**src/hw/rtl/pcosc_pkg.sv**
```systemverilog
// Shared types and constants of the phasor cascade oscillator.
// Used by every module of the block; depends on nothing.
package pcosc_pkg;

    localparam int CHANNELS_DEF  = 8;
    localparam int ORDER_DEF     = 3;
    localparam int FRAC_BITS_DEF = 22;

    localparam int CH_W      = 3;
    localparam int OD_W      = 2;
    localparam int IO_W      = 24;
    localparam int CFG_W     = 8;
    localparam int S_TDATA_W = 56;
    localparam int M_TDATA_W = 56;

    localparam logic ACT_LOAD = 1'b0;
    localparam logic ACT_TICK = 1'b1;

    typedef enum logic [1:0] {
        ST_IDLE,
        ST_RUN,
        ST_DRAIN
    } t_state;

    typedef struct packed {
        logic valid;
        logic emit;
        logic proc;
        logic unity;
        logic last;
        logic renorm;
    } t_tag;

endpackage

```
**src/hw/rtl/pcosc_store.sv**
```systemverilog
// Phasor store: one write port, one read port with a registered read.
// Uses pcosc_pkg for default sizes.
module pcosc_store #(
    parameter int DATA_W = 2 * (pcosc_pkg::FRAC_BITS_DEF + 2),
    parameter int ADDR_W = 5
) (
    input  logic              i_clk,
    input  logic              i_ld_we,
    input  logic [ADDR_W-1:0] i_ld_addr,
    input  logic [DATA_W-1:0] i_ld_data,
    input  logic              i_up_we,
    input  logic [ADDR_W-1:0] i_up_addr,
    input  logic [DATA_W-1:0] i_up_data,
    input  logic              i_re,
    input  logic [ADDR_W-1:0] i_raddr,
    output logic [DATA_W-1:0] o_rdata
);
    import pcosc_pkg::*;

    logic [DATA_W-1:0] mem [0:(2**ADDR_W)-1];
    logic [DATA_W-1:0] r_rdata;

    always_ff @(posedge i_clk) begin
        if (i_up_we) begin
            mem[i_up_addr] <= i_up_data;
        end else if (i_ld_we) begin
            mem[i_ld_addr] <= i_ld_data;
        end
        if (i_re) begin
            r_rdata <= mem[i_raddr];
        end
    end

    assign o_rdata = r_rdata;

endmodule

```
**config.mk**
```make
export PLATFORM = sky130hd
export DESIGN_NAME = pcosc_store
export DESIGN_NICKNAME = d
export VERILOG_FILES = /design/src/hw/rtl/pcosc_pkg.sv /design/src/hw/rtl/pcosc_store.sv
export SDC_FILE = /design/constraint.sdc
export NUM_CORES = 1
export LEC_CHECK = 0
export CAP_MARGIN = 20
export CORE_ASPECT_RATIO = 0.7
export CORE_MARGIN = 2
export CORE_UTILIZATION = 33
export DETAILED_ROUTE_END_ITERATION = 10
export DONT_BUFFER_PORTS = 1
export SLEW_MARGIN = 20
export SYNTH_ARGS = -nofsm -noshare
export SYNTH_HDL_FRONTEND = slang
export SYNTH_SLANG_ARGS = --single-unit
```
**constraint.sdc**
```tcl
create_clock -name i_clk -period 6.03 [get_ports i_clk]
set_input_delay 0 -clock i_clk [delete_from_list [all_inputs] [get_ports i_clk]]
set_output_delay 0 -clock i_clk [all_outputs]
set_load 0.05 [all_outputs]
```
After elaboration in Yosys (flattened, before gate mapping)
Memories as Yosys holds them, arrays and structs flattened. A register that Yosys moved wholly into a read port is not among the register bits.
Cells that the tools add are included.
- output and inout port bits: 48
- register bits: 0
- memories: 1
- memory bits (writable): 1536
- logic and storage cells: 10
- muxes and demuxes: 8
- reductions and logical operators: 1
- memories (memory ; depth ; width ; read ports ; clocked after memory_dff ; write ports ; line ; RTL):
    mem ; 32 ; 48 ; 1 ; 1 ; 1 ; pcosc_store.sv:20 ; logic [DATA_W-1:0] mem [0:(2**ADDR_W)-1];
- operators with widths (operator ; number):
    $mux 48 ; 1
    $reduce_or 48->1 ; 1
    $mux 1 ; 6
    $mux 5 ; 1

Depth between registers and ports, before layout
- depth after elaboration: 5
- depth in mapped cells: 8

Worst setup path before layout
No wires, ideal clock.
- kind: in2reg
- from: input i_up_we
- to: memory mem[20][0] (netlist name) (enable)
- required time: 5576 ps
- slack: 2521 ps
- arrival: 3056 ps
- stages on the path: 6
- setup time: 454 ps
- cell sequence: buf_6 nand2b_4 buf_6 mux2_4 or3_4 nor2_1
- cells in the longest elaborated chain, start to end: 4
- elaborated cells on any way between the ends: 7
- those cells by class: mux (6); reduce/logical (1)
- ends and longest elaborated chain (item ; line ; RTL):
    start: declaration ; pcosc_store.sv:11 ; input logic i_up_we,
    $mux 1 ; pcosc_store.sv:24 ; if (i_up_we) begin
    $mux 1 (not written as such) ; pcosc_store.sv:27 ; mem[i_ld_addr] <= i_ld_data;
    $reduce_or 48->1 (no line) ; n/a ;
    $mux 5 (no line) or $mux 1 (tied branches) ; n/a ;
    end: declaration ; pcosc_store.sv:20 ;
Parallel ways exist; a longest one is shown, timed or not.

Worst setup path in the final report
- from: input i_up_we
- to: memory mem[22][3] (netlist name) (enable)
Same word-level chain as after synthesis.

==> reports/summary.md <==
The accumulated negative setup slack was 0 ps. The final cycle utilization of the critical path came out at 0.565. The tools report the critical path endpoint as mem[22][3]. The flow ran to the end, but the final reports show violations. The core region is 185000 um^2. The via count of the first global-routing pass is 30611, and the overall track demand over capacity in global routing is 0.161. In the layout the commonest cells are sky130_fd_sc_hd__edfxtp_1, sky130_fd_sc_hd__mux2i_1, sky130_fd_sc_hd__nand2_1, sky130_fd_sc_hd__clkbuf_16, sky130_fd_sc_hd__nand3_1. The switching portion of total power is 0.228. The sequential-to-total area share from yosys stat was 0.771. The met1 track demand over resource in global routing was 0.235. The library cell used most frequently in the layout, excluding fill and tap cells, is sky130_fd_sc_hd__edfxtp_1.

Timing would allow up to 0.294 GHz. The tools report the endpoint of the most critical register-to-register path as o_rdata[45]. Most used routing layer in global routing: met2. The number of ports placed on the die boundary was 163.

Entering global routing, the biggest net connects 769 pins. The reported max-cap violation count is 0, and the synthesized netlist cell count is 3432. The routed layout has 31512 vias. At the worst endpoint, the arrival time is 3810 ps.

Summed over all cells, the static leakage comes to 0.0236 uW. The final instance area is 70000 um^2, and the measured slew at the worst slew-check pin is 1100 ps. The share of layout cells above drive strength 1 was 0.0996. The maximum fanout count along the critical path works out to 30.

The register-to-register setup slack is 3610 ps, and the count of final max-slew check failures is 0. The final reports fail on negative hold slack. The power dissipated by switching net loads came out at 5270 uW. Setup repair after global routing left no endpoint under its margin. The root buffer cell chosen for the clock tree is sky130_fd_sc_hd__clkbuf_16.

The run gives 3625 as the final-stage net count. After global routing the overflow that remains totals 0. Sort of element at the start of the critical path: a primary input. The worst slew margin relative to its limit was 0.243. Layout overhead on the synthesized area: 13.5%. The tightest min-delay check is of the primary input to flip-flop type. During placement, the flow inserted port buffers numbering 0. STA classifies the critical path endpoint as a flip-flop. Worst IR drop on VDD: 299 uV. The x dimension of the die was 521 um. The met3 layer usage reported by global route is 0.0272. The weighted congestion at the end of routability-driven global placement was 0.769. The post-route clock skew is 36.4 ps. In the routed design, unresolved DRC markers number 0. The floorplan has 132 rows.

For the finished layout, the period the worst path requires is 3410 ps. The internal power was 17800 uW. The later pin in the worst-skew pair is clocked with a latency of 780 ps. The final hold violation count was 1.

The run gives 0.550 as the sequential cell fraction of total power. Registers take 47600 um^2. The count of buffers added by post-CTS timing repair for setup was 0. For the worst setup path, the data required time is 6430 ps. The clock passes through at most 3 buffers. The average instance in the mapped netlist occupies 18.0 um^2.

The worst hold margin is -51.7 ps. Counting the buffers created by CTS gives 141. The worst register-to-register path has a depth of 4. For the number of nets still failing antenna checks after routing, the log shows 0. Setup violations remaining at the end of the flow were counted as 0. The initial antenna violation count is 5.

The cell area that synthesis handed to floorplanning was 61700 um^2. The share of total power in combinational logic came out at 0.061. Initial core utilization: 0.333. The die covers 191000 um^2. After detailed routing, the number of vias per cell comes to 5.16.

In this run the worst setup path begins at i_up_we. The first global-routing pass estimated 225 mm of wire. The number of search-and-repair iterations in the first detailed-routing pass is 5. Cell area reported after detailed placement: 64600 um^2.

The clock power share is 0.388, and the height of the die is 366 um. TritonCTS built the clock tree. For this design the ratio of total power to cell area is 329 nW/um^2. The multi-input combinational cells in the finished layout cover a total of 13300 um^2.

The flop and latch count out of synthesis is 1584. The synthesized netlist contains 32 unique library cells. The routed wire length is 159 mm, and the number of filler cells placed in the layout is 16927. The clock drives 1584 sinks.

Yosys printed 0 warnings. Clock-pin slew was measured on the worst setup and hold paths at 70 ps. The routed length per instance came out at 26.0 um. The number of nets in the synthesized netlist is 3547.

The run gives 4 as the H-tree level count. After the first detailed-routing iteration, the DRC count stood at 3040. The met2 track demand over resource was 0.248. The worst setup path is of the primary input to flip-flop kind. The run gives 86.1 mm as the detailed-placement wirelength estimate. The startpoint of the lowest-slack register-to-register path was mem[31][45].
logic make-up after synthesis:
kind of cell | share of synthesized area
AOI/OAI and AO/OA | 0.0481
muxes | 0.134
DFF | 0.771
buffers and inverters | 0.0180
and+or+nand+nor | 0.0287
synthesized netlist by cell type (all sizes together):
cell    count  area (um^2)
nor3b       1         7.51
or3         2         17.5
nand2b      3         26.3
inv         1         3.75
or2         1         6.26
o32a        1         10.0
mux2i     771         7730
nand3     146          731
clkbuf     67          255
nand2     151          567
a31oi      50          313
nor4bb      1         10.0
nor2b       3         18.8
mux2       49          556
nor4b       1         8.76
a22o       96          841
nor2       36          135
and2        1         6.26
edfxtp   1584        47600
nor3       48          240
buf       130          853
a22oi     144         1080
a21oi     145          726
layer usage:
layer / part of all wire / vias up / wire length [um]
met1: 0.46 / 16511 / 73600
met5: 0.000082 / - / 13
met3: 0.060 / 176 / 9480
li1: - / 13820 / -
met4: 0.021 / 2 / 3350
met2: 0.46 / 1003 / 72300
registers in the layout, indices dropped and copies added (netlist names):
signal	count
mem	1536
o_rdata	48
what timing repair did:
item,4_1_cts,5_1_grt
hold buffers,63,6
gates resized for setup,0,0
endpoints found under the hold margin,514,17
how the worst min path moves through the flow:
stage	from	end	slack, ps	cells past startpoint
2_1_floorplan	i_re	o_rdata[0]	110	0
3_3_place_gp	i_re	o_rdata[4]	130	0
3_5_place_dp	i_re	o_rdata[4]	130	0
4_1_cts	i_ld_data[47]	mem[30][47]	0.1	1
5_1_grt	i_raddr[0]	o_rdata[41]	2	4
6_report	i_raddr[0]	o_rdata[43]	-50	4
power groups by stage:
stage               combinational (uW)  clock, uW  sequential (uW)
detailed placement                1210          0            12900
global route                      1520       9500            12700
global placement                  1190          0            12900
floorplan                          840          0            12900
CTS                               1280       9060            12700
finish                            1410       8960            12700
area by class of cell:
cell class	count	area share
multi-input combinational	1650	0.190
tap	2479	0.0443
timing repair buffer	132	0.0218
clock inverter	80	0.0101
inverter	1	0.0000536
sequential	1584	0.679
clock buffer	177	0.0541
antenna	4	0.000143
stage by stage:
stage | utilization | hold slack [ps] | total power (uW) | instances | setup slack (ps)
final | 0.378 | -51.7 | 23100 | 6107 | 2620
after global placement | 0.348 | 132 | 14100 | 5766 | 2250
after detailed placement | 0.349 | 134 | 14200 | 5770 | 2280
after global routing | 0.378 | 2.45 | 23700 | 6105 | 2510
after floorplan | - | 112 | 13700 | 3432 | 2520
after CTS | 0.377 | 0.149 | 23000 | 6090 | 2650
critical path, cell delays in order:
cell and delay (ps):
sky130_fd_sc_hd__nand2b_4 460, sky130_fd_sc_hd__buf_4 640, sky130_fd_sc_hd__mux2_4 370, sky130_fd_sc_hd__dlygate4sd3_1 580
sky130_fd_sc_hd__or3_4 410, sky130_fd_sc_hd__nor2_4 630, sky130_fd_sc_hd__buf_4 590
Power figures use the tool's default switching activity.
