--- src/hw/rtl/pcosc_pkg.sv ---
// Shared types and constants of the phasor cascade oscillator.
// Used by every module of the block; depends on nothing.
package pcosc_pkg;

    localparam int CHANNELS_DEF  = 8;
    localparam int ORDER_DEF     = 3;
    localparam int FRAC_BITS_DEF = 22;

    localparam int CH_W      = 3;
    localparam int OD_W      = 2;
    localparam int IO_W      = 24;
    localparam int CFG_W     = 8;
    localparam int S_TDATA_W = 56;
    localparam int M_TDATA_W = 56;

    localparam logic ACT_LOAD = 1'b0;
    localparam logic ACT_TICK = 1'b1;

    typedef enum logic [1:0] {
        ST_IDLE,
        ST_RUN,
        ST_DRAIN
    } t_state;

    typedef struct packed {
        logic valid;
        logic emit;
        logic proc;
        logic unity;
        logic last;
        logic renorm;
    } t_tag;

endpackage

--- src/hw/rtl/pcosc_ctrl.sv ---
// Sequencer: load decode, tick walk over the store, tick counter and output register.
// Uses pcosc_pkg for states, tags and field widths.
module pcosc_ctrl #(
    parameter int CHANNELS  = pcosc_pkg::CHANNELS_DEF,
    parameter int ORDER     = pcosc_pkg::ORDER_DEF,
    parameter int FRAC_BITS = pcosc_pkg::FRAC_BITS_DEF,
    localparam int W  = FRAC_BITS + 2,
    localparam int CB = (CHANNELS > 1) ? $clog2(CHANNELS) : 1,
    localparam int OB = $clog2(ORDER + 1),
    localparam int AW = CB + OB
) (
    input  logic                            i_clk,
    input  logic                            i_rst_n,
    input  logic                            i_s_tvalid,
    output logic                            o_s_tready,
    input  logic [pcosc_pkg::S_TDATA_W-1:0] i_s_tdata,
    input  logic                            i_s_tuser,
    output logic                            o_m_tvalid,
    input  logic                            i_m_tready,
    output logic [pcosc_pkg::M_TDATA_W-1:0] o_m_tdata,
    output logic                            o_m_tlast,
    input  logic                            i_cfg_we,
    input  logic [pcosc_pkg::CFG_W-1:0]     i_cfg_wdata,
    input  logic                            i_math_busy,
    output logic                            o_ld_we,
    output logic [AW-1:0]                   o_ld_addr,
    output logic [2*W-1:0]                  o_ld_data,
    output logic                            o_re,
    output logic [AW-1:0]                   o_raddr,
    input  logic [2*W-1:0]                  i_rdata,
    output pcosc_pkg::t_tag                 o_tag,
    output logic [AW-1:0]                   o_waddr
);
    import pcosc_pkg::*;

    localparam int SB = $clog2(ORDER + 2);
    localparam int XW = 34;
    localparam logic signed [XW-1:0] PMAX_X = $signed((XW'(1) << (W - 1)) - XW'(1));
    localparam logic signed [XW-1:0] OMAX_X = $signed((XW'(1) << (IO_W - 1)) - XW'(1));

    function automatic logic signed [XW-1:0] clip(input logic signed [XW-1:0] v,
                                                 input logic signed [XW-1:0] lim);
        logic signed [XW-1:0] y;
        if (v > lim) begin
            y = lim;
        end else if (v < -lim) begin
            y = -lim;
        end else begin
            y = v;
        end
        return y;
    endfunction

    t_state                r_state, n_state;
    logic [CB-1:0]         r_ch, n_ch;
    logic [SB-1:0]         r_slot, n_slot;
    logic [CFG_W-1:0]      r_interval;
    logic [CFG_W-1:0]      r_tick, n_tick;
    logic                  r_renorm, n_renorm;
    t_tag                  r_tag, n_tag;
    logic [CB-1:0]         r_s1_ch, n_s1_ch;
    logic [AW-1:0]         r_s1_waddr, n_s1_waddr;
    logic                  r_out_valid;
    logic [M_TDATA_W-1:0]  r_out_data;
    logic                  r_out_last;

    logic [4:0]            ld_ch;
    logic [2:0]            ld_od;
    logic signed [XW-1:0]  ld_re, ld_im;
    logic signed [XW-1:0]  em_re, em_im;
    logic                  out_free;
    logic                  accept;
    logic                  slot_end;
    logic                  ch_end;

    always_comb begin
        ld_ch     = 5'(i_s_tdata[CH_W-1:0]);
        ld_od     = 3'(i_s_tdata[CH_W+OD_W-1:CH_W]);
        ld_re     = clip(XW'($signed(i_s_tdata[CH_W+OD_W+IO_W-1:CH_W+OD_W])), PMAX_X);
        ld_im     = clip(XW'($signed(i_s_tdata[CH_W+OD_W+2*IO_W-1:CH_W+OD_W+IO_W])), PMAX_X);
        accept    = i_s_tvalid && o_s_tready;
        o_ld_we   = accept && (i_s_tuser == ACT_LOAD) && (ld_ch < 5'(CHANNELS))
                    && (ld_od <= 3'(ORDER));
        o_ld_addr = {ld_ch[CB-1:0], ld_od[OB-1:0]};
        o_ld_data = {ld_im[W-1:0], ld_re[W-1:0]};
        em_re     = clip(XW'($signed(i_rdata[W-1:0])), OMAX_X);
        em_im     = clip(XW'($signed(i_rdata[2*W-1:W])), OMAX_X);
    end

    always_comb begin
        n_state    = r_state;
        n_ch       = r_ch;
        n_slot     = r_slot;
        n_tick     = r_tick;
        n_renorm   = r_renorm;
        n_tag      = '0;
        n_s1_ch    = r_ch;
        n_s1_waddr = {r_ch, OB'(r_slot - SB'(1))};
        o_re       = 1'b0;
        o_raddr    = {r_ch, r_slot[OB-1:0]};
        o_s_tready = (r_state == ST_IDLE);
        out_free   = !r_out_valid || i_m_tready;
        slot_end   = (r_slot == SB'(ORDER + 1));
        ch_end     = (r_ch == CB'(CHANNELS - 1));
        unique case (r_state)
            ST_IDLE: begin
                if (accept && (i_s_tuser == ACT_TICK)) begin
                    n_state = ST_RUN;
                    n_ch    = '0;
                    n_slot  = '0;
                    if (r_interval == '0) begin
                        n_renorm = 1'b0;
                    end else if ({1'b0, r_tick} + 9'd1 >= {1'b0, r_interval}) begin
                        n_renorm = 1'b1;
                        n_tick   = '0;
                    end else begin
                        n_renorm = 1'b0;
                        n_tick   = r_tick + CFG_W'(1);
                    end
                end
            end
            ST_RUN: begin
                if ((r_slot != '0) || out_free) begin
                    n_tag.valid  = 1'b1;
                    n_tag.emit   = (r_slot == '0);
                    n_tag.proc   = (r_slot != '0);
                    n_tag.unity  = slot_end;
                    n_tag.last   = ch_end;
                    n_tag.renorm = r_renorm;
                    o_re         = !slot_end;
                    if (slot_end) begin
                        n_slot = '0;
                        if (ch_end) begin
                            n_state = ST_DRAIN;
                        end else begin
                            n_ch = r_ch + CB'(1);
                        end
                    end else begin
                        n_slot = r_slot + SB'(1);
                    end
                end
            end
            ST_DRAIN: begin
                if (!r_tag.valid && !i_math_busy) begin
                    n_state = ST_IDLE;
                end
            end
            default: begin
                n_state = ST_IDLE;
            end
        endcase
    end

    always_ff @(posedge i_clk) begin
        if (!i_rst_n) begin
            r_state     <= ST_IDLE;
            r_ch        <= '0;
            r_slot      <= '0;
            r_interval  <= '0;
            r_tick      <= '0;
            r_renorm    <= 1'b0;
            r_tag       <= '0;
            r_out_valid <= 1'b0;
        end else begin
            r_state  <= n_state;
            r_ch     <= n_ch;
            r_slot   <= n_slot;
            r_tick   <= n_tick;
            r_renorm <= n_renorm;
            r_tag    <= n_tag;
            if (i_cfg_we) begin
                r_interval <= i_cfg_wdata;
            end
            if (r_tag.valid && r_tag.emit) begin
                r_out_valid <= 1'b1;
            end else if (i_m_tready) begin
                r_out_valid <= 1'b0;
            end
        end
    end

    always_ff @(posedge i_clk) begin
        r_s1_ch    <= n_s1_ch;
        r_s1_waddr <= n_s1_waddr;
        if (r_tag.valid && r_tag.emit) begin
            r_out_data <= {(M_TDATA_W - CH_W - 2 * IO_W)'(0), em_im[IO_W-1:0],
                           em_re[IO_W-1:0], CH_W'(r_s1_ch)};
            r_out_last <= r_tag.last;
        end
    end

    assign o_m_tvalid = r_out_valid;
    assign o_m_tdata  = r_out_data;
    assign o_m_tlast  = r_out_last;
    assign o_tag      = r_tag;
    assign o_waddr    = r_s1_waddr;

endmodule

--- config.mk ---
export PLATFORM = sky130hd
export DESIGN_NAME = pcosc_ctrl
export DESIGN_NICKNAME = d
export VERILOG_FILES = /design/src/hw/rtl/pcosc_pkg.sv /design/src/hw/rtl/pcosc_ctrl.sv
export SDC_FILE = /design/constraint.sdc
export NUM_CORES = 1
export LEC_CHECK = 0
export ABC_CLOCK_PERIOD_IN_PS = 6600
export BUFFER_PORTS_ARGS = -buffer_cell sky130_fd_sc_hd__buf_4
export CORE_MARGIN = 2
export CORE_UTILIZATION = 48
export CTS_CLUSTER_SIZE = 12
export DETAILED_ROUTE_END_ITERATION = 8
export GPL_ROUTABILITY_DRIVEN = 0
export PLACE_DENSITY = 0.95
export SYNTH_ARGS = -nofsm -noshare
export SYNTH_HDL_FRONTEND = slang
export SYNTH_SLANG_ARGS = --single-unit
--- constraint.sdc ---
create_clock -name i_clk -period 6.6 [get_ports i_clk]
set_input_delay 1.98 -clock i_clk [delete_from_list [all_inputs] [get_ports i_clk]]
set_output_delay 1.98 -clock i_clk [all_outputs]
set_load 0.005 [all_outputs]
## Yosys cells after proc, flatten, opt, wreduce, memory -nomap -nowiden

Index checks and enable logic that the tools add are counted.
W data, S select, Z words.

- Bitwise operators: 2
- Eq/ne operators: 10
- $add $sub $neg: 5
- Reduce and logical (&&, ||, !) cells: 26
- Mux-type cells: 28
- Magnitude comparators: 9

Operators by type and width:

| operator | count |
|---|---|
| $mux W24 | 6 |
| $gt A24 B24 Y1 const B | 4 |
| $lt A24 B24 Y1 const B | 4 |
| $mux W3 | 6 |
| $pmux W3 S2 | 2 |
| $mux W2 | 5 |
| $ne A2 B2 Y1 const B | 5 |
| $reduce_and A5 Y1 | 2 |
| $add A8 B1 Y9 const B | 1 |
| $ge A9 B8 Y1 | 1 |
| $reduce_and A3 Y1 | 3 |
| $add A8 B1 Y8 const B | 1 |
| $logic_not A8 Y1 | 1 |
| $mux W8 | 1 |
| $add A3 B1 Y3 const B | 2 |
| $eq A3 B3 Y1 const B | 2 |
| $mux W1 | 6 |
| $mux W6 | 1 |
| $pmux W2 S3 | 1 |
| $logic_and A1 B1 Y1 | 5 |
| $logic_not A1 Y1 | 4 |
| $reduce_and A2 Y1 | 2 |
| $reduce_bool A2 Y1 | 2 |
| $reduce_or A2 Y1 | 2 |
| other kinds (9) | 11 |

- Flip-flop bits (word level): 92
- Output and inout bits: 130

## Depth between registers and ports, before layout

- Depth in word-level cells: 5
- Depth in mapped cells: 11

## Least setup slack after synthesis

Ideal clock, no wire load.

- Path kind: in2out
- From: input i_s_tdata[16] (netlist name)
- To: output o_ld_data[0]
- Cell stages on the path: 6
- Data arrival time: 3.270 ns
- Slack: 1.350 ns
- Cell sequence: nor4_1 -> nand4_1 -> o21ai_0 -> ha_1 -> clkbuf_1 -> or2_2

- Cells in the longest elaborated chain, start to end: 3

Ends and longest elaborated chain:

| what | line | text |
|---|---|---|
| from (decl) | pcosc_ctrl.sv:16 | `input logic [pcosc_pkg::S_TDATA_W-1:0] i_s_tdata,` |
| $lt A24 B24 Y1 | pcosc_ctrl.sv:46 | `end else if (v < -lim) begin` |
| $mux W24 | pcosc_ctrl.sv:46 |  |
| $mux W24 * | pcosc_ctrl.sv:44 | `if (v > lim) begin` |
| to (decl) | pcosc_ctrl.sv:27 | `output logic [2*W-1:0] o_ld_data,` |

Every way passes the cells marked *; elsewhere a longest branch is shown, timed or not.

## Worst setup path after layout

- From: input i_s_tdata[21] (netlist name)
- To: output o_ld_data[0]

Same word-level chain as after synthesis.

==> impl_metrics.py <==
metrics = {
    "outcome": {
        "status": "complete, no violations",
    },
    "cts": {
        "cts_resized": 0,
        "htreeDepth": 3,
        "cts_setup_buffers": 0,
        "cts_buffers": 9,
        "ctsHoldBuffers": 0,
        "cts_tree": "built",
        "clk_latency_ns": 0.35,
        "clkTransAtPathRegs_ns": 0.09,
        "clock_sinks": 89,
        "cts_buffer_depth": 2,
        "cts-root-buf": "clkbuf_8",
    },
    "sta": {
        "hold_ws_ns": 0.393,
        "skew_ns": 0.0166,
        "max_freq_mhz": 171,
        "hold_viol": 0,
        "tightest_slew_ns": 1.20,
        "drv_slew": 0,
        "post-route-period-util_pct": 88.5,
        "rsz0062_at_grt": "false",
        "setup_viol": 0,
        "setup-tns-final_ns": 0,
        "min_period_ns": 5.84,
        "slew_headroom_pct": 19.7,
    },
    "setup_path": {
        "reg2reg_slack_ns": 3.75,
        "path_max_fanout": 23,
        "path_common_cell": "buf_4",
        "required_ns": 4.62,
        "worstSetupPathType": "input pin to output port",
        "setup.worst_path.start_class": "input pin",
        "cpPeakStageDelay_ns": 0.50,
        "crit_path_end_kind": "output port",
        "reg2regPathDepth": 11,
        "crit_slowest_cell": "ha_1",
        "crit-reg2reg-launch": "r_tick[0]",
        "crit_path_cell_trace": "buf_4, nor4_1, nand2_1, o21ai_0, ha_1, or2_2, buf_4",
        "reg2reg_to": "r_tick[0]",
        "cp.arrival_ns": 3.86,
    },
    "routing": {
        "vias": 4036,
        "drt_iter0_drc": 240,
        "vias_per_cell": 5.38,
        "wl_per_cell_um": 17.1,
        "drtAntennaViolNets": 0,
        "dr.pass1.iters": 6,
        "routed_wl_um": 12800,
        "drc": 0,
    },
    "logic_synthesis": {
        "ys_top_cells_by_area": "edfxtp_1 36%, dfxtp_1 17%, nor2b_1 15%",
        "ys_warn_count": 0,
        "synth_cell_types": 45,
        "synth-async-reset-ratio_pct": 0,
        "ys_ff_latch": 89,
        "synthCells": 422,
        "synth_common_cells": "102 x nor2b_1, 52 x edfxtp_1, 37 x dfxtp_1",
        "ys_seq_area_share_pct": 52.4,
        "synthDominantCellAreaShare_pct": 35.5,
        "yosysMostFrequentCell": "nor2b_1",
        "syn_area_per_cell_um2": 10.4,
        "netlist_area_um2": 4400,
        "synth_top_area_cell": "edfxtp_1",
        "synth_ff_type": "edfxtp_1",
        "synth_edf_count": 52,
    },
    "final_layout": {
        "diodes": 0,
        "final.fill_count": 614,
        "drive_gt1_share_pct": 39.4,
        "multi_input_area_um2": 1850,
        "area_growth_pct": 42.6,
        "nNetsFinal": 773,
        "seqCellArea_um2": 2300,
    },
    "power_and_ir_drop": {
        "ir_drop_uv": 114,
        "power.switching_uw": 295,
        "clockPowerShare_pct": 29.2,
        "seq_power_share_pct": 52.4,
        "switching_share_pct": 25.7,
        "leakagePower_nw": 2.77,
        "pwr-share-comb_pct": 18.3,
        "p_per_area_nw_per_um2": 183,
        "p_int_uw": 854,
    },
    "floorplan": {
        "core_um2": 8810,
        "fp.dieH_um": 99.7,
        "die_area_um2": 9940,
        "num_rows": 34,
        "initial_core_util_pct": 49.9,
        "die_w_um": 99.7,
        "io_pins": 249,
    },
    "grt": {
        "grt_pass1_wl_um": 19000,
        "antenna_found_initial": 0,
        "track_usage_pct": 24.5,
        "grt_max_degree": 54,
        "overflow": 0,
        "first_global_vias": 3848,
    },
    "job": {
        "cap_violations": 0,
    },
    "min_path": {
        "hold_path.class": "flip-flop to flip-flop",
        "min-delay-start": "n_s1_ch[1]",
        "min_to": "o_waddr[3]",
        "holdPathStages": 0,
    },
    "placed_design": {
        "hpwl_um": 10300,
        "portBuffers": 230,
    },
}
how the worst max path moves through the flow:
stage	startpoint	to	slack, ns
5_1_grt	i_s_tdata[21]	o_ld_data[0]	0.67
2_1_floorplan	i_s_tdata[16]	o_ld_data[0]	1.35
3_3_place_gp	i_s_tdata[21]	o_ld_data[0]	0.80
4_1_cts	i_s_tdata[21]	o_ld_data[0]	0.73
3_5_place_dp	i_s_tdata[21]	o_ld_data[0]	0.74
6_report	i_s_tdata[21]	o_ld_data[0]	0.76
metal layers:
metal  wire, um  part of all wire, %  global-route usage (%)
met5          0                    0                       0
met4        484                  3.8                    9.38
met2       6930                   54                    47.9
met1       4250                   33                    24.8
met3       1160                  9.0                    5.55
power by group through the flow:
| stage | Clock [mW] | Combinational (mW) | Sequential (mW) |
|---|---|---|---|
| finish | 0.336 | 0.211 | 0.603 |
| CTS | 0.341 | 0.211 | 0.603 |
| detailed placement | 0 | 0.209 | 0.615 |
| global placement | 0 | 0.202 | 0.615 |
| global route | 0.364 | 0.228 | 0.604 |
| floorplan | 0 | 0.0943 | 0.614 |
metrics by stage:
step	cell area, um^2	worst slack (ns)	power [mW]	instances	utilization [%]
after detailed placement	6090	0.737	0.825	734	69.2
final	6270	0.761	1.15	750	71.2
after global placement	6090	0.800	0.817	734	69.2
after floorplan	4410	1.35	0.709	426	-
after CTS	6270	0.733	1.15	750	71.2
after global routing	6270	0.667	1.20	750	71.2
logic make-up after synthesis:
| logic type | synth area share (%) |
|---|---|
| simple gates | 26.7 |
| mux | 1.82 |
| compound gates | 7.09 |
| buf+inv | 5.89 |
| flops | 52.4 |
| fa+ha+maj | 4.84 |
| other cells | 0.0853 |
| xor+xnor | 1.20 |
layout make-up:
class                      instances  share of cell area, %
sequential                        89                   36.7
multi-input combinational        286                   29.5
timing repair buffer             230                   27.5
clock buffer                      11                   2.16
tap                              108                   2.16
inverter                          21                   1.26
clock inverter                     5                  0.639
sequential cells by signal, indices dropped and copies added (netlist names):
signal	cells
n_s1_ch	3
o_waddr	4
r_s1_ch	1
o_m_tvalid	1
r_state	2
r_interval	8
r_renorm	1
o_tag	6
o_m_tdata	51
o_m_tlast	1
r_slot	3
r_tick	8
worst max-delay path, delay by kind of cell:
kind / cells / cell delay, ns
compound gates: 1 / 0.17
fa+ha+maj: 1 / 0.50
buf+inv: 2 / 0.25
simple gates: 3 / 0.95
cells in the final DEF, fill, tap and decap left out, drive strengths merged, types with 4 or more instances in the layout:
master | netlist | routed
inv | 21 | 23
xnor2 | 4 | 4
dfxtp | 37 | 37
nand2 | 30 | 30
nand3 | 5 | 5
nor3 | 6 | 6
buf | 17 | 230
mux2i | 8 | 8
edfxtp | 52 | 52
nand4 | 5 | 5
or2 | 4 | 4
and3 | 5 | 5
nor2 | 14 | 14
a21oi | 4 | 4
conb | 1 | 5
nor2b | 102 | 102
ha | 17 | 17
o21ai | 11 | 11
a21boi | 9 | 9
nor4 | 22 | 22
o21a | 5 | 5
clkbuf | 13 | 11
and2 | 5 | 5
Note: power is estimated with default switching activity, not from simulation.
